### config.mk
export PLATFORM = sky130hd
export DESIGN_NAME = stoch_ctrl
export DESIGN_NICKNAME = d
export VERILOG_FILES = /design/src/rtl/stoch_pkg.sv /design/src/rtl/stoch_ctrl.sv
export SDC_FILE = /design/constraint.sdc
export NUM_CORES = 1
export LEC_CHECK = 0
export ABC_AREA = 1
export BUFFER_PORTS_ARGS = -buffer_cell sky130_fd_sc_hd__buf_2
export CORE_AREA = 2 2 52 54
export CTS_CLUSTER_DIAMETER = 50
export CTS_CLUSTER_SIZE = 8
export DETAILED_ROUTE_END_ITERATION = 8
export DIE_AREA = 0 0 54 56
export PLACE_DENSITY = 0.65
export SKIP_LAST_GASP = 1
export SLEW_MARGIN = 0
export SYNTH_ARGS = -nofsm -noshare
export SYNTH_HDL_FRONTEND = slang
export SYNTH_SLANG_ARGS = --single-unit
### constraint.sdc
create_clock -name aclk -period 1.52 [get_ports aclk]
set_input_delay 0.228 -clock aclk [delete_from_list [all_inputs] [get_ports aclk]]
set_output_delay 0.228 -clock aclk [all_outputs]
set_load 0.02 [all_outputs]
### src/rtl/stoch_pkg.sv
package stoch_pkg;

    // Sizes of the block
    localparam int MAX_K_PERIOD = 64;
    localparam int MAX_D_PERIOD = 64;
    localparam int SLOWING_BARS = 3;
    localparam int PRICE_BITS   = 32;

    // Period registers
    localparam int PERIOD_W  = 7;
    localparam int DEFAULT_K = 5;
    localparam int DEFAULT_D = 3;
    localparam int DEF_K_EFF = (DEFAULT_K > MAX_K_PERIOD) ? MAX_K_PERIOD : DEFAULT_K;
    localparam int DEF_D_EFF = (DEFAULT_D > MAX_D_PERIOD) ? MAX_D_PERIOD : DEFAULT_D;
    localparam int PCMP_W    = 10;

    // Config port
    localparam int CFG_ADDR_W = 1;
    localparam int CFG_DATA_W = PERIOD_W;
    localparam logic [CFG_ADDR_W-1:0] REG_K_PERIOD = 1'd0;
    localparam logic [CFG_ADDR_W-1:0] REG_D_PERIOD = 1'd1;

    // Counters and pointers
    localparam int KP_W   = $clog2(MAX_K_PERIOD + 1);
    localparam int RPTR_W = $clog2(MAX_K_PERIOD);
    localparam int DP_W   = $clog2(MAX_D_PERIOD + 1);
    localparam int KPTR_W = $clog2(MAX_D_PERIOD);
    localparam int SCNT_W = $clog2(SLOWING_BARS + 1);
    localparam int SPTR_W = (SLOWING_BARS > 1) ? $clog2(SLOWING_BARS) : 1;

    // Arithmetic widths
    localparam int DIFF_W  = PRICE_BITS + 1;
    localparam int SUM_W   = DIFF_W + $clog2(SLOWING_BARS);
    localparam int MAG_W   = SUM_W - 1;
    localparam int KVAL_W  = 23;
    localparam int DSUM_W  = KVAL_W + $clog2(MAX_D_PERIOD);
    localparam int DVD_W   = MAG_W + KVAL_W;
    localparam logic [KVAL_W-1:0] FULL_SCALE = 23'd6553600;

    // Stream packing
    localparam int IN_DATA_W  = ((3 * PRICE_BITS + 7) / 8) * 8;
    localparam int IN_USER_W  = 1;
    localparam int OUT_DATA_W = ((2 * KVAL_W + 7) / 8) * 8;
    localparam int OUT_USER_W = 2;

    // Controller to datapath
    typedef struct packed {
        logic load;
        logic scan;
        logic slow;
        logic sum;
        logic mag;
        logic kdiv_start;
        logic kwrite;
        logic dsum;
        logic ddiv_start;
        logic out_load;
    } stoch_cmd_t;

    // Datapath to controller
    typedef struct packed {
        logic scan_done;
        logic slow_go;
        logic div_busy;
        logic d_go;
        logic dsum_done;
        logic out_free;
    } stoch_sts_t;

endpackage

### src/rtl/stoch_ctrl.sv
module stoch_ctrl import stoch_pkg::*; (
    input  logic       aclk,
    input  logic       aresetn,
    input  logic       s_tvalid,
    output logic       s_tready,
    input  stoch_sts_t sts,
    output stoch_cmd_t cmd
);

    typedef enum logic [11:0] {
        ST_IDLE    = 12'h001,
        ST_SCAN    = 12'h002,
        ST_SLOW    = 12'h004,
        ST_SUM     = 12'h008,
        ST_MAG     = 12'h010,
        ST_KDIV_GO = 12'h020,
        ST_KDIV    = 12'h040,
        ST_KWRITE  = 12'h080,
        ST_DSUM    = 12'h100,
        ST_DDIV_GO = 12'h200,
        ST_DDIV    = 12'h400,
        ST_OUT     = 12'h800
    } state_t;

    state_t state_reg, state_next;

    always_ff @(posedge aclk) begin
        if (!aresetn) begin
            state_reg <= ST_IDLE;
        end else begin
            state_reg <= state_next;
        end
    end

    assign s_tready = (state_reg == ST_IDLE);

    // Next state and commands
    always_comb begin
        state_next = state_reg;
        cmd        = '0;
        case (state_reg)
            ST_IDLE: begin
                cmd.load = s_tvalid;
                if (s_tvalid) begin
                    state_next = ST_SCAN;
                end
            end
            ST_SCAN: begin
                cmd.scan = 1'b1;
                if (sts.scan_done) begin
                    state_next = ST_SLOW;
                end
            end
            ST_SLOW: begin
                cmd.slow   = 1'b1;
                state_next = sts.slow_go ? ST_SUM : ST_OUT;
            end
            ST_SUM: begin
                cmd.sum    = 1'b1;
                state_next = ST_MAG;
            end
            ST_MAG: begin
                cmd.mag    = 1'b1;
                state_next = ST_KDIV_GO;
            end
            ST_KDIV_GO: begin
                cmd.kdiv_start = 1'b1;
                state_next     = ST_KDIV;
            end
            ST_KDIV: begin
                if (!sts.div_busy) begin
                    state_next = ST_KWRITE;
                end
            end
            ST_KWRITE: begin
                cmd.kwrite = 1'b1;
                state_next = sts.d_go ? ST_DSUM : ST_OUT;
            end
            ST_DSUM: begin
                cmd.dsum = 1'b1;
                if (sts.dsum_done) begin
                    state_next = ST_DDIV_GO;
                end
            end
            ST_DDIV_GO: begin
                cmd.ddiv_start = 1'b1;
                state_next     = ST_DDIV;
            end
            ST_DDIV: begin
                if (!sts.div_busy) begin
                    state_next = ST_OUT;
                end
            end
            ST_OUT: begin
                cmd.out_load = sts.out_free;
                if (sts.out_free) begin
                    state_next = ST_IDLE;
                end
            end
            default: begin
                state_next = ST_IDLE;
            end
        endcase
    end

endmodule

Yosys cells after proc, flatten, opt, wreduce, memory -nomap -nowiden
Cells that the tools add are included.
{"block": "totals", "ff_bits": 12, "latchBits": 0, "mem_bits_rw": 0, "mem_bits_ro": 0, "in_bits": 9, "output_inout_bits": 11, "wordCells": 39, "n_memories": 0}
{"block": "op_classes", "addsub": 0, "multipliers": 0, "div": 0, "order_cmp": 0, "n_eq_ne": 18, "n_shift": 0, "muxes": 19, "n_bitwise": 0, "reduce_logical": 1}
{"operator": "case mux 12 bit (12 select lines)", "n": 1}
{"operator": "two-way mux 12 bit", "n": 8}
{"operator": "equality test 12 x 1 -> 1 bit, second input constant", "n": 1}
{"operator": "equality test 12 x 10 -> 1 bit, second input constant", "n": 1}
{"operator": "equality test 12 x 11 -> 1 bit, second input constant", "n": 1}
{"operator": "equality test 12 bit, second input constant", "n": 1}
{"operator": "equality test 12 x 2 -> 1 bit, second input constant", "n": 1}
{"operator": "equality test 12 x 3 -> 1 bit, second input constant", "n": 1}
{"operator": "equality test 12 x 4 -> 1 bit, second input constant", "n": 1}
{"operator": "equality test 12 x 5 -> 1 bit, second input constant", "n": 1}
{"operator": "equality test 12 x 6 -> 1 bit, second input constant", "n": 1}
{"operator": "equality test 12 x 7 -> 1 bit, second input constant", "n": 1}
{"operator": "equality test 12 x 8 -> 1 bit, second input constant", "n": 1}
{"operator": "equality test 12 x 9 -> 1 bit, second input constant", "n": 1}
{"operator": "inequality test 2 bit, second input constant", "n": 6}
{"operator": "two-way mux 1 bit", "n": 10}
{"operator": "AND reduction 6 bit", "n": 1}

Depth between registers and ports, before layout
Gate-level depths: netlist of run 1.
{"block": "depth", "ltp_word": 3, "depth_mapped": 11, "depth_no_buf": 11}

Least setup slack after synthesis of run 1
No wires, ideal clock.
{"block": "synth_timing", "path_type": "register to register", "start": "register state_reg[2]", "end": "register state_reg[5]", "setup_ns": 0.059, "arrival_time_ns": 1.452, "required_ns": 1.461, "setup_slack_ns": 0.009, "path_stages_with_launch": 8, "n_path_buf": 0, "period_less_slack_ns": 1.511, "cell_sequence": "dfxtp_1 -> nor2_4 -> nand2_2 -> nor2_2 -> inv_1 -> nor3_1 -> nand3_1 -> inv_1"}
{"block": "synth_via", "elab_chain_cells": 3, "word_cells_on_any_way": 20, "classes_between": "eq/ne (18); mux (1); reduce/logical (1)"}
{"element": "start: declaration", "line": "stoch_ctrl.sv:25", "text": "state_t state_reg, state_next;"}
{"element": "start signal: assignment", "line": "stoch_ctrl.sv:31", "text": "state_reg <= state_next;"}
{"element": "equality test 12 x 2 -> 1 bit, or another cell as far along", "line": "stoch_ctrl.sv:41", "text": "case (state_reg)"}
{"element": "inequality test 2 bit (no source line)"}
{"element": "AND reduction 6 bit (no source line)"}
Parallel ways exist; a longest one is shown, timed or not.
A chain may end at the register's enable or synchronous reset.

==> metrics.md, run 1 <==
| Metric | Value |
|---|---|
| M2 GR Usage | `0.3206` |
| Slew Limit Fails | `0` |
| Detailed Route WL | `2.799 mm` |
| Root Buffer Master | `clkbuf_4` |
| H-tree depth | `1` |
| Delay of the slowest critical-path stage | `0.35 ns` |
| Clock Skew | `0.0004283 ns` |
| Final min period | `1.632 ns` |
| # hold bufs at CTS | `0` |
| Core Area | `0.002432 mm2` |
| Die Y | `56 um` |
| Detail Route Antenna Nets | `0` |
| Dpl cell area | `0.001061 mm2` |
| Status | `complete, but fails checks` |
| Fmax | `0.6128 GHz` |
| Maximum VDD drop | `1.377 mV` |
| Drt first pass iters | `4` |
| Setup Total Neg Slack | `-0.8430 ns` |
| Syn_area_per_cell | `5.826 um2` |
| #FFs+latches synth | `12` |
| Failing checks | `negative setup slack` |
| Synth top area cells | `dfxtp_1 26%, nand2_1 17%, inv_1 12%` |
| Design area | `0.001496 mm2` |
| Clock transition at path regs | `0.08 ns` |
| Most used DFF post-synth | `dfxtp_1` |
| Vias per cell | `4.792` |
| Worst rel slew slack | `0.8396` |
| Synth top area share | `0.2577` |
| Cell taking the most area after synthesis | `dfxtp_1` |
| Layout cells sized above 1 | `0.5049` |
| Synth Area in Simple Gates | `0.5866` |
| Row count | `18` |
| Multiplexer share of the synthesized area | `0` |
| Tot Pwr | `1887 uW` |
| Part of the cycle the worst path needs | `1.074` |
| WS Path Type | `flop to output pin` |
| ANT cells | `0` |
| Mapped Cells | `160` |
| Die area | `0.003024 mm2` |
| Total grt overflow | `0` |
| Critical path, cell by cell | `nor2_4, nand2_4, nor2_4, inv_4, nor3_2, buf_4` |
| Worst EP arrival | `1.40 ns` |
| CTS tree | `done` |
| # IOs | `20` |
| Die width | `54 um` |
| DR vias | `1131` |
| Max-cap check violation count | `0` |
| Wire per inst | `11.86 um` |
| Met1 Use GR | `0.2255` |
| Gpl congestion | `0.7479` |
| P per Cell Area | `1261 mW/mm2` |
| Slowest stage cell on the critical path | `dfxtp_2` |
| CTS sink count | `12` |
| Clock insertion delay at the later pin of the skew report | `0.28 ns` |
| Worst hold path type | `primary input to flop` |
| Async S/R FF share, synth | `0` |
| Adder-cell share of the synthesized area | `0` |
| YS warnings | `0` |
| Final worst setup slack | `-0.1117 ns` |
| Port buffer count | `19` |
| Most Frequent Cell on Critical Path | `nor2_4` |
| Starting DRC count in detailed routing | `25` |
| Final setup violation count | `17` |
| Total track usage | `0.1909` |
| XOR/XNOR share of the synthesized area | `0` |
| Number of placed cells counting well taps | `208` |
| Area growth syn-to-layout | `60.54%` |
| Mapped cell area | `932.1 um2` |
| Largest net degree at the start of global routing | `11` |
| Final hold vios | `0` |
| Initial antenna violation count | `0` |
| Number of distinct library cells after synthesis | `20` |
| Final cell count without fillers | `236` |
| Worst-case clock buffer depth | `2` |
| Layout fillers | `222` |
| CP endpoint kind | `output pin` |
| Largest family of logic cells by synthesized area | `simple AND/OR/NAND/NOR gates` |
| Largest register FFs | `12` |
| CP required | `1.29 ns` |
| RSZ-0062 raised after global routing | `yes` |
| Detailed Place HPWL | `1.807 mm` |
| Fin nets | `216` |
| Final Util | `0.6152` |
| Number of global-route vias before repair | `1051` |
| Commonest cells post-synth | `42 x nand2_1, 29 x inv_1, 27 x nor2_1` |
| Post-Syn Nets | `169` |
| Met3 Use GR | `0.07258` |
| First-pass GRT wire length | `4.333 mm` |
| Worst Tran Pin Value | `0.2400 ns` |
| Worst R2R Setup Slack | `-0.08 ns` |
| LEAKAGE | `0.0008161 uW` |
| Register area share after synthesis | `0.2577` |
| Crit start category | `flop` |
| Post-synth EDFFs | `0` |
| Register area | `257.7 um2` |
| Synth Area in Compound Gates | `0.01879` |
| DRC Markers | `0` |
| Busiest grt layer | `met2` |
| Worst-path maximum fanout | `4` |
| Most frequent cell after synthesis | `nand2_1` |
| Multi-input combinational cell area | `706.9 um2` |
| Starting Density | `0.3832` |
| TritonCTS buffer count | `3` |
-- area by class of cell --
| cell class | count | area share |
|---|---|---|
| Tap cell | 30 | 0.02508 |
| Multi-Input combinational cell | 114 | 0.4724 |
| Sequential cell | 12 | 0.1722 |
| Inverter | 33 | 0.08612 |
| Clock buffer | 4 | 0.02425 |
| Timing Repair Buffer | 43 | 0.2199 |
-- logic make-up after synthesis --
| group | Yosys count |
|---|---|
| and+or+nand+nor | 111 |
| buffers and inverters | 34 |
| DFF | 12 |
| AOI/OAI and AO/OA | 3 |
-- power by group --
part	internal (uW)	leakage (uW)	switching [uW]
registers	365	0.000103	61.6
clock network	146	0.0000210	115
logic	463	0.000692	736
total	974	0.000816	913
-- through the flow --
stage               hold WS [ns]  worst slack, ns
floorplan                 0.3507         0.009033
global placement          0.5040          0.01026
detailed placement        0.5115          0.02385
CTS                       0.2010          -0.1256
global route              0.2051          -0.1890
finish                    0.2137          -0.1117
-- layer usage --
| layer | up-vias | share of wire |
|---|---|---|
| li1 | 579 | - |
| met1 | 521 | 0.41 |
| met2 | 29 | 0.54 |
| met3 | 2 | 0.051 |
| met4 | 0 | 0.0043 |
| met5 | - | 0 |
-- critical path, delay by kind of cell (launching register included) --
kind / cells / cell delay, ns
flops: 1 / 0.35
simple gates: 4 / 0.53
buf+inv: 2 / 0.25
-- final timing paths --
check                     start       endpoint  cells after the start
setup reg to reg   state_reg[8]   state_reg[5]                     12
setup / recovery   state_reg[8]         cmd[9]                      6
hold / removal           sts[4]   state_reg[3]                      3
hold reg to reg   state_reg[11]  state_reg[11]                      4
-- cell usage in the layout, fill, tap and decap left out, types with 2 or more instances in the layout --
cell type  synthesis  routed
nand3_1           16      15
inv_1             29      23
nor3_2             1       2
nand2_1           42      37
nand2_4            2       6
nand2_2            3       4
inv_2              4       8
buf_6              0       7
nor3_4             0       4
a21oi_1            2       2
nor2_2             4       4
buf_2              0       8
nand3_2            2       3
clkbuf_4           0       3
nor2_4             3      10
inv_4              0       2
buf_4              0      28
dfxtp_2            0      11
nand3b_1           2       2
nor2_1            27      20
-- timing repair --
action,4_1_cts,5_1_grt
pin swaps,10,14
buffers inserted,19,5
resized for setup,35,38
setup endpoints to repair,11,20
Note: power is estimated with default switching activity, not from simulation.
==> inputs of run 2 (changes only) <==
Settings changed: CAP_MARGIN set to 40.
Clock period 1.52 ns to 1.8 ns, I/O delays scaled along.
==> run 2 against run 1 <==
Effect of this change: global-route usage down 3.0 points; the flow now finishes without violations; register-to-register slack improved by 0.43 ns; combinational power down 40%; final cell count decreased by 10%; via count decreased by 12%; hold slack improved by 0.048 ns; routed wire length down 23%; die area unchanged.
==> metrics.md, run 2 (synthesis results as in run 1) <==
| Metric | Value |
|---|---|
| Status | `complete, no violations` |
| WS Path Type | `flop to output pin` |
| Largest register FFs | `12` |
| Metal-1 WL | `966 um` |
| Fin nets | `193` |
| Detail Route met2 WL | `1.061 mm` |
| Min-delay src | `sts[4]` |
| Detailed Route WL | `2.158 mm` |
| Worst rel slew slack | `0.8290` |
| Worst R2R Setup Slack | `0.35 ns` |
| TritonCTS buffer count | `3` |
| Die width | `54 um` |
| P per Cell Area | `1091 mW/mm2` |
| CTS tree | `done` |
| Most frequent cells in the layout | `42 x nand2_1, 29 x inv_1, 26 x nor2_1` |
| Detail Route Antenna Nets | `0` |
| CP endpoint kind | `output pin` |
| Fmax | `0.5842 GHz` |
| Drt first pass iters | `4` |
| Clock Skew | `0.008177 ns` |
| Final hold vios | `0` |
| H-tree depth | `1` |
| Worst Tran Pin Value | `0.2545 ns` |
| DR vias | `992` |
| Worst hold path type | `primary input to flop` |
| Hold EP | `state_reg[3]` |
| Root Buffer Master | `clkbuf_4` |
| DRC Markers | `0` |
| Area growth syn-to-layout | `20.00%` |
| Total grt overflow | `0` |
| # IOs | `20` |
| # hold bufs at CTS | `0` |
| Final min period | `1.712 ns` |
| Max-cap check violation count | `0` |
| Initial antenna violation count | `0` |
| Final setup violation count | `0` |
| Worst EP arrival | `1.44 ns` |
| Row count | `18` |
| Total track usage | `0.1611` |
| Starting Density | `0.3832` |
| Port buffer count | `19` |
| Hold depth | `3` |
| Detailed Place HPWL | `1.754 mm` |
| Top sig layer | `met4` |
| Gpl congestion | `0.7600` |
| Most common cell after layout, fill and taps aside | `nand2_1` |
| R2r endpoint | `state_reg[7]` |
| Clock insertion delay at the later pin of the skew report | `0.28 ns` |
| Starting DRC count in detailed routing | `13` |
| Number of global-route vias before repair | `918` |
| Wire per inst | `10.18 um` |
| Pre-CTS setup slack | `0.2783 ns` |
| Final Util | `0.4599` |
| Largest net degree at the start of global routing | `11` |
| Die area | `0.003024 mm2` |
| Crit start category | `flop` |
| Worst r2r src | `state_reg[4]` |
| Final worst setup slack | `0.08822 ns` |
| Worst-case clock buffer depth | `2` |
| Part of the cycle the worst path needs | `0.9510` |
| CP required | `1.53 ns` |
| Layout fillers | `272` |
| Reg2reg path depth | `11` |
| Slew Limit Fails | `0` |
| Worst-path maximum fanout | `4` |
| Core Area | `0.002432 mm2` |
| First-pass GRT wire length | `3.691 mm` |
| LEAKAGE | `0.0006383 uW` |
| Detailed-routed wire length on met3 | `121 um` |
| Maximum VDD drop | `0.9337 mV` |
| Die Y | `56 um` |
| Vias per cell | `4.679` |
| CTS sink count | `12` |
| Layout cells sized above 1 | `0.2582` |
| Clock transition at path regs | `0.07 ns` |
| ANT cells | `0` |
## run 2: cell types whose count changed in the layout (fill, tap and decap cells not counted), sizes merged
cell,previous run,this run
clkbuf,4,3
buf,43,20
## run 2: critical path: stages, from the launching register on
cell and delay (ns):
dfxtp_1 0.35, nor2_4 0.15, nand2_4 0.10, nor2_4 0.16
inv_2 0.07, nor3_2 0.14, buf_2 0.19
## run 2: through the flow
step	hold slack [ns]	cells	TNS, ns	total power, uW	instance area, um2
finish	0.2616	212	0	1220	1119
global route	0.2547	212	-0.008571	1348	1119
CTS	0.2552	211	0	1193	1094
detailed placement	0.5503	208	0	1012	1061
global placement	0.5451	208	0	1006	1061
floorplan	0.3927	160	0	874.1	932.1
## run 2: how the worst max path moves through the flow
| stage | to | depth (start not counted) | from | slack (ns) |
|---|---|---|---|---|
| detailed placement | cmd[5] | 6 | state_reg[2] | 0.28 |
| CTS | cmd[5] | 6 | state_reg[8] | 0.04 |
| floorplan | cmd[5] | 5 | state_reg[2] | 0.28 |
| global route | cmd[6] | 6 | state_reg[9] | -0.006 |
| finish | cmd[6] | 6 | state_reg[4] | 0.09 |
| global placement | cmd[5] | 6 | state_reg[8] | 0.28 |
## run 2: where the power goes
group / internal, uW / switching, uW / total, uW
registers: 301 / 28.5 / 330
clock network: 77.6 / 93.1 / 171
logic: 236 / 483 / 719
## run 2: timing repair
item	in CTS	in global routing
hold endpoints to repair	0	0
buffers inserted	0	1
pin swaps	0	3
setup endpoints to repair	2	6
resized for setup	2	5
## run 2: area by class of cell
class	count	area [um2]	share of cell area
multi-input cells	114	586.8	0.5246
clock buffers	3	22.52	0.02013
inverters	33	123.9	0.1107
repair buffers	20	107.6	0.09620
flip-flops and latches	12	240.2	0.2148
well taps	30	37.54	0.03356
## run 2: layer usage
metal	track usage	up-vias
met5	0	-
met4	0.02500	0
met3	0.06183	2
met2	0.2805	22
met1	0.1843	437
li1	-	531
